--- config.mk ---
export PLATFORM = sky130hd
export DESIGN_NAME = hza_isqrt
export DESIGN_NICKNAME = d
export VERILOG_FILES = /design/src/hdl/hza_pkg.sv /design/src/hdl/hza_isqrt.sv
export SDC_FILE = /design/constraint.sdc
export NUM_CORES = 2
export LEC_CHECK = 0
export ABC_CLOCK_PERIOD_IN_PS = 6500
export BUFFER_PORTS_ARGS = -buffer_cell sky130_fd_sc_hd__buf_2
export CAP_MARGIN = 20
export CORE_MARGIN = 2
export CORE_UTILIZATION = 50
export DETAILED_ROUTE_END_ITERATION = 12
export PLACE_DENSITY = 0.71
export REMOVE_ABC_BUFFERS = 1
export SYNTH_ARGS = -nofsm -noshare
export SYNTH_HDL_FRONTEND = slang
export SYNTH_SLANG_ARGS = --single-unit
--- constraint.sdc ---
create_clock -name clk -period 6.5 [get_ports clk]
set_input_delay 0.325 -clock clk [delete_from_list [all_inputs] [get_ports clk]]
set_output_delay 0.325 -clock clk [all_outputs]
set_load 0.05 [all_outputs]
--- src/hdl/hza_pkg.sv ---
// ----------------------------------------------------------------------------
// hza_pkg
// Shared widths, defaults and types for the Householder alignment pipeline.
// ----------------------------------------------------------------------------
package hza_pkg;

	localparam int IN_WIDTH_DEF  = 16;
	localparam int FRAC_BITS_DEF = 14;

	// The largest normalized cross product magnitude lies in [2^29, 2^30).
	localparam int NORM_W     = 30;
	// Sum of three squares of normalized magnitudes stays below 2^62.
	localparam int L2_W       = 62;
	// One result bit of the integer square root per stage.
	localparam int SQRT_STEPS = 31;
	localparam int ROOT_W     = 31;
	// Width of numerators and of the denominator of the matrix quotients.
	localparam int PROD_W     = 64;
	localparam int OUT_W      = 16;

	typedef struct packed {
		logic [NORM_W-1:0] w0;
		logic [NORM_W-1:0] w1;
		logic [NORM_W-1:0] w2;
		logic              neg0;
		logic              neg1;
		logic              deg;
	} side_t;

	typedef struct packed {
		logic [8:0][OUT_W-1:0] r;
		logic                  deg;
	} result_t;

endpackage

--- src/hdl/hza_isqrt.sv ---
// ----------------------------------------------------------------------------
// hza_isqrt
// Pipelined integer square root, one result bit per register stage.
// ----------------------------------------------------------------------------
module hza_isqrt import hza_pkg::*; (
	input  logic              clk,
	input  logic              en,
	input  logic [L2_W-1:0]   x,
	output logic [ROOT_W-1:0] root
);

	logic [L2_W-1:0] x_sn   [0:SQRT_STEPS];
	logic [L2_W-1:0] res_sn [0:SQRT_STEPS];

	assign x_sn[0]   = x;
	assign res_sn[0] = '0;

	for (genvar k = 1; k <= SQRT_STEPS; k++) begin : g_step
		localparam logic [L2_W-1:0] BIT = L2_W'(1) << (L2_W - 2 - 2*(k-1));
		logic [L2_W:0] trial;

		assign trial = {1'b0, res_sn[k-1]} + {1'b0, BIT};

		always_ff @(posedge clk) begin
			if (en) begin
				if ({1'b0, x_sn[k-1]} >= trial) begin
					x_sn[k]   <= x_sn[k-1] - trial[L2_W-1:0];
					res_sn[k] <= (res_sn[k-1] >> 1) + BIT;
				end else begin
					x_sn[k]   <= x_sn[k-1];
					res_sn[k] <= res_sn[k-1] >> 1;
				end
			end
		end
	end

	assign root = res_sn[SQRT_STEPS][ROOT_W-1:0];

endmodule

==> impl_metrics.ini <==
[run_status]
outcome = complete, no violations

[sta]
grt_setup_unrepaired = false
clock.fmax_ghz = 0.224
finalSetupTns_ns = 0
tightestPinTransition_ns = 1.14
final-setup-viol-count = 0
clk_skew_ns = 0.105
timing.final.crit_share_pct = 68.7
maxSlewViolCount = 0
post-route-worst-setup-slack_ns = 2.03
final_period_minus_worst_setup_slack_ns = 4.47
hold_viol = 0
worst_hold_slack_ns = 0.0855
maxSlewHeadroom_pct = 22.8

[critical_path]
setup.worst_path.start_class = flop
required_ns = 7.11
end_kind = flop
crit_arrival_ns = 5.07
worst-setup-path-type = reg -> reg
critical_path_peak_fanout = 11

[power]
power.density_nw_per_um2 = 358
power_leakage_uw = 0.0470
ir_drop_v = 0.000292

[logic_synthesis]
post_synth_main_area_contributors = sky130_fd_sc_hd__edfxtp_1 (63%), sky130_fd_sc_hd__ha_1 (5.8%), sky130_fd_sc_hd__xor2_1 (3.3%)
async_set_or_reset_register_ratio_after_synthesis_pct = 0
synth_fa_ha_area_share_pct = 5.85
synth_area_um2 = 112000
synth_enable_flop_cells = 2356
synth.area.mux_share_pct = 0.922
synthDominantCellAreaShare_pct = 63.0
syn_inst = 8836
synth_top_family_by_area = simple AND/OR/NAND/NOR gates
ys_warn_count = 0
synth_area_per_cell_um2 = 12.7
synth-compound-area-share_pct = 9.13
ys.flop_type = sky130_fd_sc_hd__edfxtp_1
ys_seq_area_share_pct = 63.0
post_synth_num_cell_types = 101
synth.ff_latch_count = 2356
post_synth_and_or_nand_nor_area_fraction_pct = 11.9
synth.largest_area_cell = sky130_fd_sc_hd__edfxtp_1
post_synth_xor_area_fraction_pct = 6.45

[layout]
filler_cell_count = 17900
mostFrequentLayoutCells = sky130_fd_sc_hd__edfxtp_1 (2,356), sky130_fd_sc_hd__inv_1 (632), sky130_fd_sc_hd__a21oi_1 (567), sky130_fd_sc_hd__nor2_1 (565), sky130_fd_sc_hd__nand2_1 (555)
layout.nets = 9715
final_common_cell = sky130_fd_sc_hd__edfxtp_1
drive_above_1_share_pct = 7.56
area.growth.synth_to_final_pct = 12.0

[global_routing]
grt_util_all_layers_pct = 23.5
grt_first_pass_wirelength_mm = 416
first_global_vias = 70500
grt_max_degree = 217
globalRouteOverflowTotal = 0
grt_antenna_before_repair = 4

[hold_path]
min_delay_worst_type = in -> reg

[placement]
place_ws_ns = 2.11
port-buffer-count = 94
dp_hpwl_mm = 202
gp_routability_congestion = 0.961

[route]
vias = 71700
ant_nets = 0
firstDrtPassIters = 7
remaining_drc_errors = 0
finalWirelength_mm = 273
initialDrtViolationCount = 6898
wl_per_cell_um = 22.1
detail_route.vias_per_cell = 5.81

[floorplan]
floorplan.rows = 174
die_w_um = 478
design.die.area_um2 = 229000
core_area_um2 = 224000
fp.dieH_um = 478
start_util_pct = 50.2
top_level_ports = 95

[clock_network]
tritoncts_num_sinks = 2356
post_cts_resize_count = 0
worst_skew_pair_later_pin_latency_ns = 0.92
clock_tree.root_cell = sky130_fd_sc_hd__clkbuf_16
cts.clk_slew.worst_paths_ns = 0.06
cts-root-to-sink-buffers = 3
cts-buffers-inserted = 239
tritoncts = done
htree_num_levels = 4
cts_post_setup_buffers_inserted = 0

[run]
maxCapViolCount = 0
## sequential cells by signal (all words and copies together), names as in the netlist
register	cells
x_sn	1860
res_sn	465
root	31
## final cells by class
class | count | area [um^2] | share of cell area [%]
sequential | 2356 | 70700 | 56.2
multi-input combinational | 5676 | 38600 | 30.7
clock buffer | 274 | 6110 | 4.86
tap | 2992 | 3740 | 2.98
clock inverter | 174 | 2510 | 2.00
inverter | 634 | 2380 | 1.89
timing repair buffer | 219 | 1710 | 1.36
antenna | 5 | 12.5 | 0.00994
## per-stage QoR
stage | instance area, um^2 | instances | util, % | total power [uW]
global route | 126000 | 12300 | 56.2 | 47100
CTS | 126000 | 12300 | 56.1 | 45200
detailed placement | 117000 | 11800 | 52.0 | 30300
global placement | 117000 | 11800 | 52.0 | 30200
floorplan | 112000 | 8666 | - | 27100
finish | 126000 | 12300 | 56.2 | 45000
## synth_stat cells, types with 70 or more instances
library cell	n
sky130_fd_sc_hd__o21ai_0	387
sky130_fd_sc_hd__mux2_2	70
sky130_fd_sc_hd__inv_1	632
sky130_fd_sc_hd__o21a_1	90
sky130_fd_sc_hd__xnor2_1	405
sky130_fd_sc_hd__a21o_1	211
sky130_fd_sc_hd__ha_1	525
sky130_fd_sc_hd__or4_1	75
sky130_fd_sc_hd__nand3_1	137
sky130_fd_sc_hd__edfxtp_1	2356
sky130_fd_sc_hd__nor2_1	565
sky130_fd_sc_hd__clkbuf_1	122
sky130_fd_sc_hd__nand4_1	160
sky130_fd_sc_hd__nor4_1	298
sky130_fd_sc_hd__a21oi_1	569
sky130_fd_sc_hd__or3_1	75
sky130_fd_sc_hd__xor2_1	422
sky130_fd_sc_hd__nand2b_1	98
sky130_fd_sc_hd__nand2_1	555
sky130_fd_sc_hd__nor3_1	241
## cell families (layout without fill, tap and decap cells)
logic type / count (synthesis) / in the layout
other: 0 / 5
AND/OR/NAND/NOR: 2565 / 2565
flip-flops: 2356 / 2356
adder cells (fa/ha/maj): 525 / 525
buffers and inverters: 804 / 1301
multiplexers: 93 / 93
AO/OA/AOI/OAI: 1666 / 1666
XOR/XNOR: 827 / 827
## routing by layer
layer / share of wire (%) / track usage, % / vias up
li1: - / - / 33800
met1: 42 / 30.6 / 35100
met3: 5.3 / 3.04 / 475
met5: 0 / 0 / -
met4: 3.4 / 8.24 / 0
met2: 50 / 40.4 / 2287
## report_power, final
part / total [uW] / switching, uW / internal (uW)
logic: 9260 / 5500 / 3760
registers: 21000 / 1660 / 19300
clock network: 14800 / 6070 / 8730
total: 45000 / 13200 / 31800
## worst paths after layout
path,start,end,slack (ns),depth (start not counted)
max,x_sn[320],x_sn[294],2.03,11
min,x[11],x_sn[1871],0.09,2
max reg2reg,x_sn[320],x_sn[294],2.03,11
min reg2reg,x_sn[1466],x_sn[1404],0.38,0
## worst max-delay path, cell delays in order (launching register included)
cell                       delay [ns]
sky130_fd_sc_hd__edfxtp_1        0.42
sky130_fd_sc_hd__ha_1            0.38
sky130_fd_sc_hd__nor2b_1         0.17
sky130_fd_sc_hd__o31a_1          0.27
sky130_fd_sc_hd__o21ai_1         0.29
sky130_fd_sc_hd__o21ai_0         0.27
sky130_fd_sc_hd__a221oi_1        0.65
sky130_fd_sc_hd__nor3b_1         0.14
sky130_fd_sc_hd__o31a_1          0.34
sky130_fd_sc_hd__or4b_1          0.79
sky130_fd_sc_hd__nor4_1          0.35
sky130_fd_sc_hd__xor2_1          0.12
## repair_timing
action	in CTS	in global routing
hold buffers	64	0
endpoints found under the setup margin	0	0
endpoints found under the hold margin	69	0
No activity file was read; power rests on OpenSTA's default activity.
